--- src/rtl/sasf_pkg.sv ---
`timescale 1ns / 1ps
`default_nettype none
// ----------------------------------------------------------------------------
// Shift-and stream filter package
// Widths, item kinds, register indexes and the control/status structs shared
// by the controller, the datapath and the top level.
// ----------------------------------------------------------------------------
package sasf_pkg;

   // Field widths.
   localparam int CHAR_W      = 8;
   localparam int PAT_W       = 16;
   localparam int POS_W       = 4;
   localparam int NL_W        = 2;
   localparam int KIND_W      = 2;
   localparam int LEN_W       = 5;
   localparam int TABLE_DEPTH = 256;
   localparam int WIN_DEPTH   = 16;
   localparam int REQ_DATA_W  = 32;
   localparam int REQ_USER_W  = 2;
   localparam int RSP_DATA_W  = 8;
   localparam int RSP_USER_W  = 2;
   localparam int CSR_ADDR_W  = 1;
   localparam int CSR_DATA_W  = 16;

   // Item kinds carried in req_tuser.
   localparam logic [KIND_W-1:0] KIND_TEXT    = 2'd0;
   localparam logic [KIND_W-1:0] KIND_LOAD_MASK = 2'd1;
   localparam logic [KIND_W-1:0] KIND_LOAD_NL = 2'd2;
   localparam logic [KIND_W-1:0] KIND_RESTART = 2'd3;

   // Register indexes.
   localparam logic [CSR_ADDR_W-1:0] CSR_PATTERN_LENGTH = 1'b0;
   localparam logic [CSR_ADDR_W-1:0] CSR_KEEP_MASK      = 1'b1;

   // Character codes.
   localparam logic [CHAR_W-1:0] NEWLINE_CODE = 8'd10;
   localparam logic [CHAR_W-1:0] SPACE_CODE   = 8'd32;

   // Commands from the controller to the datapath. The walk position and
   // newline count travel on their own ports so that the status never
   // depends on this struct.
   typedef struct packed {
      logic             load_mask;
      logic             load_nl;
      logic             restart;
      logic             start_text;
      logic             update;
      logic             walk_push;
      logic             walk_nl;
      logic             single;
      logic             flush;
   } ctl_cmd_type;

   // Status from the datapath to the controller.
   typedef struct packed {
      logic match_now;
      logic out_free;
      logic pend_valid;
      logic nl_more;
      logic keep_bit;
      logic at_end;
   } dp_status_type;

endpackage
`default_nettype wire

--- src/rtl/sasf_ctrl.sv ---
`timescale 1ns / 1ps
`default_nettype none
// ----------------------------------------------------------------------------
// Shift-and stream filter controller
// Sequences item intake, the match vector update, the match emission walk
// over pattern positions and the final beat of every text character.
// ----------------------------------------------------------------------------
module sasf_ctrl (
   input  wire                         clock,
   input  wire                         reset,
   input  wire                         req_tvalid,
   output logic                        req_tready,
   input  wire  [sasf_pkg::KIND_W-1:0] req_kind,
   input  sasf_pkg::dp_status_type     st,
   output sasf_pkg::ctl_cmd_type       cmd,
   output logic [sasf_pkg::POS_W-1:0]  walk_pos,
   output logic [sasf_pkg::NL_W-1:0]   walk_cnt
);
   import sasf_pkg::*;

   localparam logic [2:0] ST_IDLE   = 3'd0;
   localparam logic [2:0] ST_UPDATE = 3'd1;
   localparam logic [2:0] ST_SINGLE = 3'd2;
   localparam logic [2:0] ST_WALK   = 3'd3;
   localparam logic [2:0] ST_FLUSH  = 3'd4;

   logic [2:0]       state_ff, state_in;
   logic [POS_W-1:0] pos_ff, pos_in;
   logic [NL_W-1:0]  cnt_ff, cnt_in;
   logic             accept;
   logic             emit_now;
   logic             stall;

   assign req_tready = (state_ff == ST_IDLE);
   assign accept     = req_tvalid && req_tready;

   // Walk position and newline count straight from the counters.
   assign walk_pos = pos_ff;
   assign walk_cnt = cnt_ff;

   // A walk step that emits must first pass the pending beat to the output.
   assign emit_now = st.nl_more || st.keep_bit;
   assign stall    = emit_now && st.pend_valid && !st.out_free;

   // Command decode.
   always_comb begin
      cmd            = '0;
      cmd.walk_nl    = st.nl_more;
      cmd.load_mask  = accept && (req_kind == KIND_LOAD_MASK);
      cmd.load_nl    = accept && (req_kind == KIND_LOAD_NL);
      cmd.restart    = accept && (req_kind == KIND_RESTART);
      cmd.start_text = accept && (req_kind == KIND_TEXT);
      cmd.update     = (state_ff == ST_UPDATE);
      cmd.walk_push  = (state_ff == ST_WALK) && emit_now && !stall;
      cmd.single     = (state_ff == ST_SINGLE) && st.out_free;
      cmd.flush      = (state_ff == ST_FLUSH) && st.out_free;
   end

   // Next state and walk counters.
   always_comb begin
      state_in = state_ff;
      pos_in   = pos_ff;
      cnt_in   = cnt_ff;
      case (state_ff)
         ST_IDLE: begin
            if (cmd.start_text) begin
               state_in = ST_UPDATE;
            end
         end
         ST_UPDATE: begin
            pos_in = '0;
            cnt_in = '0;
            if (st.match_now) begin
               state_in = ST_WALK;
            end else begin
               state_in = ST_SINGLE;
            end
         end
         ST_SINGLE: begin
            if (st.out_free) begin
               state_in = ST_IDLE;
            end
         end
         ST_WALK: begin
            if (!stall) begin
               if (st.nl_more) begin
                  cnt_in = cnt_ff + NL_W'(1);
               end else begin
                  cnt_in = '0;
                  if (st.at_end) begin
                     state_in = ST_FLUSH;
                  end else begin
                     pos_in = pos_ff + POS_W'(1);
                  end
               end
            end
         end
         ST_FLUSH: begin
            if (st.out_free) begin
               state_in = ST_IDLE;
            end
         end
         default: begin
            state_in = ST_IDLE;
         end
      endcase
   end

   always_ff @(posedge clock) begin
      if (reset) begin
         state_ff <= ST_IDLE;
         pos_ff   <= '0;
         cnt_ff   <= '0;
      end else begin
         state_ff <= state_in;
         pos_ff   <= pos_in;
         cnt_ff   <= cnt_in;
      end
   end

endmodule
`default_nettype wire

--- src/rtl/sasf_dp.sv ---
`timescale 1ns / 1ps
`default_nettype none
// ----------------------------------------------------------------------------
// Shift-and stream filter datapath
// Holds the registers, the character mask memory, the newline table, the
// window ring, the match vector, a pending beat and the output register.
// ----------------------------------------------------------------------------
module sasf_dp (
   input  wire                             clock,
   input  wire                             reset,
   input  wire                             csr_we,
   input  wire  [sasf_pkg::CSR_ADDR_W-1:0] csr_addr,
   input  wire  [sasf_pkg::CSR_DATA_W-1:0] csr_wdata,
   input  wire  [sasf_pkg::CHAR_W-1:0]     req_char_code,
   input  wire  [sasf_pkg::PAT_W-1:0]      req_mask_word,
   input  wire  [sasf_pkg::POS_W-1:0]      req_position,
   input  wire  [sasf_pkg::NL_W-1:0]       req_newline_count,
   input  sasf_pkg::ctl_cmd_type           cmd,
   input  wire  [sasf_pkg::POS_W-1:0]      walk_pos,
   input  wire  [sasf_pkg::NL_W-1:0]       walk_cnt,
   output sasf_pkg::dp_status_type         st,
   output logic                            rsp_tvalid,
   input  wire                             rsp_tready,
   output logic [sasf_pkg::CHAR_W-1:0]     rsp_char,
   output logic                            rsp_char_valid,
   output logic                            rsp_matched,
   output logic                            rsp_last
);
   import sasf_pkg::*;

   // Registers and state.
   logic [LEN_W-1:0]  plen_ff;
   logic [PAT_W-1:0]  keep_ff;
   logic [PAT_W-1:0]  mv_ff, mv_in;
   logic [POS_W-1:0]  wp_ff, wp_in;
   logic [LEN_W-1:0]  fill_ff, fill_in;
   logic              full_ff;
   logic [CHAR_W-1:0] char_ff;
   logic [PAT_W-1:0]  mask_mem [TABLE_DEPTH];
   logic [TABLE_DEPTH-1:0] mask_vld_ff;
   logic [PAT_W-1:0]  mask_rd_ff;
   logic              mask_rd_vld_ff;
   logic [NL_W-1:0]   nl_tab_ff [WIN_DEPTH];
   logic [CHAR_W-1:0] ring_ff [WIN_DEPTH];
   logic              pend_valid_ff;
   logic [CHAR_W-1:0] pend_char_ff;
   logic              out_valid_ff, out_valid_in;
   logic [CHAR_W-1:0] out_char_ff;
   logic              out_cvalid_ff;
   logic              out_matched_ff;
   logic              out_last_ff;

   // Combinational terms.
   logic [LEN_W-1:0]  len_eff;
   logic [LEN_W-1:0]  len_m1_w;
   logic [POS_W-1:0]  len_m1;
   logic [PAT_W-1:0]  mask_eff;
   logic [POS_W-1:0]  wp_eff;
   logic [LEN_W-1:0]  wp_inc;
   logic [LEN_W-1:0]  fill_inc;
   logic [LEN_W-1:0]  walk_sum;
   logic [LEN_W-1:0]  walk_idx_w;
   logic [POS_W-1:0]  rd_idx;
   logic [CHAR_W-1:0] ring_rd;
   logic [CHAR_W-1:0] old_char;
   logic              out_free;
   logic              out_load;

   // Effective pattern length: zero counts as one, the top is clamped.
   always_comb begin
      if (plen_ff == '0) begin
         len_eff = LEN_W'(1);
      end else if (plen_ff > LEN_W'(PAT_W)) begin
         len_eff = LEN_W'(PAT_W);
      end else begin
         len_eff = plen_ff;
      end
   end
   assign len_m1_w = len_eff - LEN_W'(1);
   assign len_m1   = len_m1_w[POS_W-1:0];

   // Configuration registers.
   always_ff @(posedge clock) begin
      if (reset) begin
         plen_ff <= LEN_W'(1);
         keep_ff <= '0;
      end else if (csr_we) begin
         case (csr_addr)
            CSR_PATTERN_LENGTH: plen_ff <= csr_wdata[LEN_W-1:0];
            CSR_KEEP_MASK:      keep_ff <= csr_wdata[PAT_W-1:0];
            default:            ;
         endcase
      end
   end

   // Character mask memory with a registered read.
   always_ff @(posedge clock) begin
      if (cmd.load_mask) begin
         mask_mem[req_char_code] <= req_mask_word;
      end
      if (cmd.start_text) begin
         mask_rd_ff <= mask_mem[req_char_code];
      end
   end

   // Entry valid bits stand in for the all-zero reset of the mask memory.
   always_ff @(posedge clock) begin
      if (reset) begin
         mask_vld_ff    <= '0;
         mask_rd_vld_ff <= 1'b0;
      end else begin
         if (cmd.load_mask) begin
            mask_vld_ff[req_char_code] <= 1'b1;
         end
         if (cmd.start_text) begin
            mask_rd_vld_ff <= mask_vld_ff[req_char_code];
         end
      end
   end

   // Newline count table.
   always_ff @(posedge clock) begin
      if (reset) begin
         for (int k = 0; k < WIN_DEPTH; k++) begin
            nl_tab_ff[k] <= '0;
         end
      end else if (cmd.load_nl) begin
         nl_tab_ff[req_position] <= req_newline_count;
      end
   end

   // Text character capture.
   always_ff @(posedge clock) begin
      if (cmd.start_text) begin
         char_ff <= req_char_code;
      end
   end

   // Match vector, write pointer and fill count update.
   assign mask_eff = mask_rd_vld_ff ? mask_rd_ff : '0;
   assign mv_in    = ({mv_ff[PAT_W-2:0], 1'b0} | PAT_W'(1)) & mask_eff;
   assign wp_eff   = ({1'b0, wp_ff} >= len_eff) ? '0 : wp_ff;
   assign wp_inc   = {1'b0, wp_eff} + LEN_W'(1);
   assign wp_in    = (wp_inc == len_eff) ? '0 : wp_inc[POS_W-1:0];
   assign fill_inc = (fill_ff < len_eff) ? (fill_ff + LEN_W'(1)) : len_eff;
   assign fill_in  = mv_in[len_m1] ? '0 : fill_inc;

   always_ff @(posedge clock) begin
      if (reset) begin
         mv_ff   <= '0;
         wp_ff   <= '0;
         fill_ff <= '0;
         full_ff <= 1'b0;
      end else if (cmd.restart) begin
         mv_ff   <= '0;
         fill_ff <= '0;
      end else if (cmd.update) begin
         mv_ff   <= mv_in;
         wp_ff   <= wp_in;
         fill_ff <= fill_in;
         full_ff <= (fill_inc == len_eff);
      end
   end

   // Window ring write.
   always_ff @(posedge clock) begin
      if (cmd.update) begin
         ring_ff[wp_eff] <= char_ff;
      end
   end

   // Window ring read: the oldest character, or the walked position.
   assign walk_sum   = {1'b0, wp_ff} + {1'b0, walk_pos};
   assign walk_idx_w = (walk_sum >= len_eff) ? (walk_sum - len_eff) : walk_sum;
   assign rd_idx     = cmd.single ? wp_ff : walk_idx_w[POS_W-1:0];
   assign ring_rd    = ring_ff[rd_idx];
   assign old_char   = (ring_rd == NEWLINE_CODE) ? SPACE_CODE : ring_rd;

   // Pending beat: held back until it is known whether it is the last one.
   always_ff @(posedge clock) begin
      if (reset) begin
         pend_valid_ff <= 1'b0;
      end else if (cmd.walk_push) begin
         pend_valid_ff <= 1'b1;
      end else if (cmd.flush) begin
         pend_valid_ff <= 1'b0;
      end
   end

   always_ff @(posedge clock) begin
      if (cmd.walk_push) begin
         pend_char_ff <= cmd.walk_nl ? NEWLINE_CODE : ring_rd;
      end
   end

   // Output register.
   assign out_free     = !out_valid_ff || rsp_tready;
   assign out_load     = (cmd.walk_push && pend_valid_ff) || cmd.flush || cmd.single;
   assign out_valid_in = out_load ? 1'b1 : (out_valid_ff && !rsp_tready);

   always_ff @(posedge clock) begin
      if (reset) begin
         out_valid_ff <= 1'b0;
      end else begin
         out_valid_ff <= out_valid_in;
      end
   end

   always_ff @(posedge clock) begin
      if (cmd.single) begin
         out_char_ff    <= full_ff ? old_char : '0;
         out_cvalid_ff  <= full_ff;
         out_matched_ff <= 1'b0;
         out_last_ff    <= 1'b1;
      end else if (cmd.flush) begin
         out_char_ff    <= pend_valid_ff ? pend_char_ff : '0;
         out_cvalid_ff  <= pend_valid_ff;
         out_matched_ff <= 1'b1;
         out_last_ff    <= 1'b1;
      end else if (cmd.walk_push && pend_valid_ff) begin
         out_char_ff    <= pend_char_ff;
         out_cvalid_ff  <= 1'b1;
         out_matched_ff <= 1'b1;
         out_last_ff    <= 1'b0;
      end
   end

   assign rsp_tvalid     = out_valid_ff;
   assign rsp_char       = out_char_ff;
   assign rsp_char_valid = out_cvalid_ff;
   assign rsp_matched    = out_matched_ff;
   assign rsp_last       = out_last_ff;

   // Status to the controller.
   assign st.match_now  = mv_in[len_m1];
   assign st.out_free   = out_free;
   assign st.pend_valid = pend_valid_ff;
   assign st.nl_more    = (walk_cnt < nl_tab_ff[walk_pos]);
   assign st.keep_bit   = keep_ff[walk_pos];
   assign st.at_end     = (walk_pos == len_m1);

endmodule
`default_nettype wire

--- src/rtl/shift_and_stream_filter.sv ---
`timescale 1ns / 1ps
`default_nettype none
// ----------------------------------------------------------------------------
// Shift-and stream filter
// Streaming shift-and matcher that rewrites a character stream on a match.
//
// Channel   Direction  Beat contents
// req_*     in         tuser: kind; tdata: char_code, mask_word, position,
//                      newline_count
// rsp_*     out        tuser: char_valid, matched; tdata: out_char;
//                      tlast: last
// csr_*     in         write of pattern_length (0) or keep_mask (1)
//
// Load and restart beats complete on intake. A text character passes through
// intake with the mask memory read, the vector update, then the result beat;
// no new request is taken until it is done. On a match a walk over the pattern
// positions emits each position's newlines and, where kept, its character,
// and its final beat takes the place of the result beat. Reset is synchronous;
// there is no clearing pass. A stalled result channel holds the walk only when
// the output register and the pending beat are both full.
// ----------------------------------------------------------------------------
module shift_and_stream_filter (
   input  wire                             clock,
   input  wire                             reset,
   // Configuration write port.
   input  wire                             csr_we,
   input  wire  [sasf_pkg::CSR_ADDR_W-1:0] csr_addr,
   input  wire  [sasf_pkg::CSR_DATA_W-1:0] csr_wdata,
   // Input stream.
   input  wire                             req_tvalid,
   output logic                            req_tready,
   // tdata: char_code[7:0], mask_word[23:8], position[27:24],
   //        newline_count[29:28], zero fill[31:30]
   input  wire  [sasf_pkg::REQ_DATA_W-1:0] req_tdata,
   // tuser: kind[1:0]
   input  wire  [sasf_pkg::REQ_USER_W-1:0] req_tuser,
   // Result stream.
   output logic                            rsp_tvalid,
   input  wire                             rsp_tready,
   // tdata: out_char[7:0]
   output logic [sasf_pkg::RSP_DATA_W-1:0] rsp_tdata,
   // tuser: char_valid[0], matched[1]
   output logic [sasf_pkg::RSP_USER_W-1:0] rsp_tuser,
   output logic                            rsp_tlast
);
   import sasf_pkg::*;

   localparam int MASK_LSB = CHAR_W;
   localparam int POS_LSB  = MASK_LSB + PAT_W;
   localparam int NL_LSB   = POS_LSB + POS_W;

   ctl_cmd_type       cmd;
   dp_status_type     st;
   logic [POS_W-1:0]  walk_pos;
   logic [NL_W-1:0]   walk_cnt;
   logic [CHAR_W-1:0] req_char_code;
   logic [PAT_W-1:0]  req_mask_word;
   logic [POS_W-1:0]  req_position;
   logic [NL_W-1:0]   req_newline_count;
   logic [CHAR_W-1:0] rsp_char;
   logic              rsp_char_valid;
   logic              rsp_matched;

   // Input beat unpacking.
   assign req_char_code     = req_tdata[CHAR_W-1:0];
   assign req_mask_word     = req_tdata[POS_LSB-1:MASK_LSB];
   assign req_position      = req_tdata[NL_LSB-1:POS_LSB];
   assign req_newline_count = req_tdata[NL_LSB+NL_W-1:NL_LSB];

   sasf_ctrl u_ctrl (
      .clock      (clock),
      .reset      (reset),
      .req_tvalid (req_tvalid),
      .req_tready (req_tready),
      .req_kind   (req_tuser[KIND_W-1:0]),
      .st         (st),
      .cmd        (cmd),
      .walk_pos   (walk_pos),
      .walk_cnt   (walk_cnt)
   );

   sasf_dp u_dp (
      .clock             (clock),
      .reset             (reset),
      .csr_we            (csr_we),
      .csr_addr          (csr_addr),
      .csr_wdata         (csr_wdata),
      .req_char_code     (req_char_code),
      .req_mask_word     (req_mask_word),
      .req_position      (req_position),
      .req_newline_count (req_newline_count),
      .cmd               (cmd),
      .walk_pos          (walk_pos),
      .walk_cnt          (walk_cnt),
      .st                (st),
      .rsp_tvalid        (rsp_tvalid),
      .rsp_tready        (rsp_tready),
      .rsp_char          (rsp_char),
      .rsp_char_valid    (rsp_char_valid),
      .rsp_matched       (rsp_matched),
      .rsp_last          (rsp_tlast)
   );

   // Result beat packing.
   assign rsp_tdata = rsp_char;
   assign rsp_tuser = {rsp_matched, rsp_char_valid};

endmodule
`default_nettype wire

--- config.mk ---
export PLATFORM = sky130hd
export DESIGN_NAME = shift_and_stream_filter
export DESIGN_NICKNAME = d
export VERILOG_FILES = /design/src/rtl/sasf_pkg.sv /design/src/rtl/sasf_ctrl.sv /design/src/rtl/sasf_dp.sv /design/src/rtl/shift_and_stream_filter.sv
export SDC_FILE = /design/constraint.sdc
export NUM_CORES = 2
export LEC_CHECK = 0
export ABC_CLOCK_PERIOD_IN_PS = 4200
export BUFFER_PORTS_ARGS = -buffer_cell sky130_fd_sc_hd__buf_4
export CORE_ASPECT_RATIO = 1.4
export CORE_MARGIN = 1.5
export CORE_UTILIZATION = 50
export CTS_BUF_LIST = sky130_fd_sc_hd__clkbuf_16
export CTS_CLUSTER_SIZE = 8
export DETAILED_ROUTE_END_ITERATION = 10
export GPL_TIMING_DRIVEN = 0
export HOLD_SLACK_MARGIN = 0.02
export PLACE_DENSITY_LB_ADDON = 0.12
export REMOVE_ABC_BUFFERS = 1
export SYNTH_ARGS = -nofsm -noshare
export SYNTH_HDL_FRONTEND = slang
export SYNTH_MEMORY_MAX_BITS = 65536
export SYNTH_SLANG_ARGS = --single-unit
--- constraint.sdc ---
create_clock -name clock -period 4.2 [get_ports clock]
set_input_delay 0.42 -clock clock [delete_from_list [all_inputs] [get_ports clock]]
set_output_delay 0.42 -clock clock [all_outputs]
set_load 0.02 [all_outputs]
==> results.yml <==
global_routing:
  track_usage: 0.266
  grt_use_met1: 0.336
  grt_util_met2: 0.462
  grt.busiest_layer: "met2"
  grt_pass1_vias: 90300
  grt_max_degree: 163
  grt_pass1_wl_microns: 671000
  grt_use_met3: 0.0400
  antenna_found_initial: 14
  grt_remaining_overflow: 0
layout:
  area.growth.synth_to_final_pct: 18.7
  post-route-util: 0.595
  fin_cells: 13900
  fin_nets: 8927
  nFillCells: 24800
  layout-drive-gt1-share: 0.330
die:
  rows: 259
  core_area_sq_mm: 0.355
  start_util: 0.502
  io_pins: 69
  die_width_microns: 507
  die_area_sq_mm: 0.360
  dieHeight_microns: 709
timing:
  worst_pin_slew_ns: 1.44
  report.final.slew_viol_count: 0
  hold_viol: 0
  min_period_ns: 4.27
  setup_viol: 91
  hold_ws_ns: 0.0796
  clock_skew_ns: 0.0523
  fin_crit_sh: 1.02
  max_slew_margin: 0.0390
  setup_slack_ns: -0.0702
  rsz0062_at_grt: "yes"
  fmax_ghz: 0.234
yosys:
  synth-compound-area-share: 0.0113
  async_reset_ff_frac: 0
  synth.top_cell.area_share: 0.725
  syn_area_sq_mm: 0.178
  synth.largest_area_cell: "edfxtp_1"
  yosysMostFrequentCell: "edfxtp_1"
  synth_area_leaders: "edfxtp_1 72%, mux4_2 18%, dfxtp_1 3.6%, nor2_1 1.8%, clkbuf_1 0.46%"
  ys_seq_area_frac: 0.761
  yosys_most_used_dff: "edfxtp_1"
  synth_top_family_by_area: "multiplexers"
  yosysWarnings: 0
  synth.avg_cell_area_sq_um: 22.0
  synth_adder_area_share: 0.00198
  syn_inst: 8101
  yosys-top-cells-count: "4,297 x edfxtp_1, 1,416 x mux4_2, 831 x nor2_1, 320 x dfxtp_1, 217 x clkbuf_1"
  synthSimpleGateAreaFrac: 0.0266
  ys_seq_elements: 4617
  ys_types: 82
  synthMuxAreaShare: 0.186
  synth-xor-area-share: 0.00118
  synth_edf_count: 4297
clock_tree:
  cts-root-buf: "clkbuf_16"
  cts_tree: "yes"
  cts_sinks: 4617
  cts_buffers: 651
  clkLatencyLatePin_ns: 0.97
  clk_pin_slew_worst_paths_ns: 0.06
  htree_levels: 6
  cts.path.max_buffers: 4
drt:
  first_iter_violations: 9307
  wl_per_cell_microns: 34.4
  first_pass_iters: 7
  route.detailed.drc: 0
  vias: 85900
  ant_nets: 0
  viasPerCell: 6.20
  wl_microns: 476000
placed_design:
  gp_congestion: 0.795
  portBuffers: 66
  numPlacedInstances: 12800
  dpl.hpwl_microns: 285000
status:
  violations: "negative setup slack"
  outcome: "finished, violations left"
worst_setup_path:
  r2r_end: "u_dp.mask_mem[240][7]"
  crit_path_start_kind: "flop"
  path_class: "reg -> reg"
  r2r_start: "u_ctrl.state_ff[2]"
  critPathSlowestCell: "nor2_2"
  crit_arrival_ns: 4.92
  cpMostUsedCell: "nor2_2"
  cp-end-kind: "flop"
  reg2reg_slack_ns: -0.07
  crit_fanout: 16
  cp.required_ns: 4.85
  max_stage_delay_ns: 0.66
  path_cells: "nor3_1 > nand2_1 > nor2_2 > nand2_1 > nor2_2 > nand2_2 > nor2_2 > buf_16"
  worstRegToRegCells: 8
hold_path:
  min_to: "u_dp.mask_mem[192][1]"
  min_path_type: "in -> reg"
  hold_depth: 1
  worstHoldStart: "req_tdata[9]"
power_and_ir_drop:
  vdd_ir_drop_max_uv: 312
  powerDensity_mw_per_mm2: 490
  p_leak_nw: 67.8
job:
  maxCapViolCount: 0
## layout by cell type (no fill, tap or decap), types with 16 or more instances in the layout
cell type / instances
edfxtp_1: 4297
mux4_2: 1419
clkbuf_16: 676
nor2_1: 563
dfxtp_1: 311
inv_1: 275
buf_8: 197
nor2_4: 155
buf_16: 136
nand2_1: 130
nor2_2: 114
buf_4: 75
mux2i_1: 64
dlygate4sd3_1: 64
a21oi_1: 62
nand3_1: 46
o21ai_0: 35
o21ba_2: 29
mux2_2: 26
a22oi_1: 26
ha_1: 23
buf_12: 23
nor2b_1: 22
nand4_1: 22
bufbuf_16: 22
diode_2: 20
a21o_1: 19
buf_6: 18
xnor2_1: 16
## worst max path at each step
| stage | start | endpoint |
|---|---|---|
| 4_1_cts | u_ctrl.state_ff[1] | u_dp.mask_mem[214][9] |
| 3_5_place_dp | req_tdata[0] | u_dp.mask_rd_ff[11] |
| 5_1_grt | u_ctrl.state_ff[2] | u_dp.mask_mem[126][12] |
| 6_report | u_ctrl.state_ff[2] | u_dp.mask_mem[240][7] |
| 2_1_floorplan | u_ctrl.walk_pos[0] | u_dp.rsp_char[1] |
| 3_3_place_gp | req_tdata[0] | u_dp.mask_mem[143][14] |
## layout make-up
| type | instances | area [sq um] | area share |
|---|---|---|---|
| clock inverters | 281 | 1220 | 0.00576 |
| inverters | 18 | 67.6 | 0.000320 |
| clock buffers | 671 | 16800 | 0.0795 |
| multi-input cells | 3016 | 42400 | 0.201 |
| repair buffers | 540 | 9410 | 0.0445 |
| well taps | 4698 | 5880 | 0.0278 |
| flip-flops and latches | 4617 | 135000 | 0.641 |
| diodes | 20 | 50.0 | 0.000237 |
## power by group
| group | internal, mW | switching (mW) | total (mW) |
|---|---|---|---|
| sequential | 50.4 | 0.0723 | 50.5 |
| combinational | 2.63 | 3.82 | 6.45 |
| clock | 28.2 | 18.5 | 46.6 |
| total | 81.2 | 22.4 | 104 |
## metal layers
layer | wire, microns | share of wire | up-vias
met5 | 29 | 0.000061 | -
met4 | 20900 | 0.044 | 4
met3 | 28400 | 0.060 | 769
met2 | 249000 | 0.52 | 3283
met1 | 178000 | 0.37 | 46600
li1 | - | - | 35300
## flip-flops by register name (all words and copies together) (netlist names), 2 cells and up, named ones only
signal / cells
u_dp.mask_rd_ff: 16
u_dp.keep_ff: 16
u_dp.ring_ff: 128
u_dp.fill_ff: 5
u_dp.mask_mem: 4096
u_dp.mask_vld_ff: 256
u_dp.nl_tab_ff: 32
u_dp.wp_ff: 4
u_ctrl.walk_cnt: 2
u_dp.mv_ff: 15
u_dp.plen_ff: 5
u_dp.rsp_char: 8
u_dp.char_ff: 8
u_ctrl.state_ff: 3
u_ctrl.walk_pos: 4
u_dp.pend_char_ff: 8
## critical path, delay by kind of cell (launching register included)
kind	cells	cell delay (ns)
simple gates	7	3.30
flops	1	0.40
buf+inv	1	0.23
## logic make-up (layout without fill, tap and decap cells)
family / Yosys count / in the layout
compound gates: 285 / 285
xor+xnor: 24 / 24
fa+ha+maj: 27 / 27
buf+inv: 468 / 1510
flops: 4617 / 4617
mux: 1520 / 1520
other cells: 0 / 20
simple gates: 1160 / 1160
## metrics by stage
step	cell area (sq um)	setup WS, ns	setup TNS [ns]	total power, mW
2_1_floorplan	176000	-1.08	-11.58	54.0
3_3_place_gp	182000	-28.48	-	58.5
3_5_place_dp	190000	-2.95	-2278.05	57.2
4_1_cts	211000	-0.315	-169.40	104
5_1_grt	211000	-0.211	-28.95	106
6_report	211000	-0.0702	-3.56	104
## what timing repair did
item / 4_1_cts / 5_1_grt
hold buffers: 64 / 0
setup buffers: 29 / 12
gates cloned: 27 / 3
gates resized for setup: 206 / 66
endpoints found under the setup margin: 3816 / 2435
pin swaps: 31 / 12
endpoints found under the hold margin: 961 / 0
Note: power is estimated with default switching activity, not from simulation.
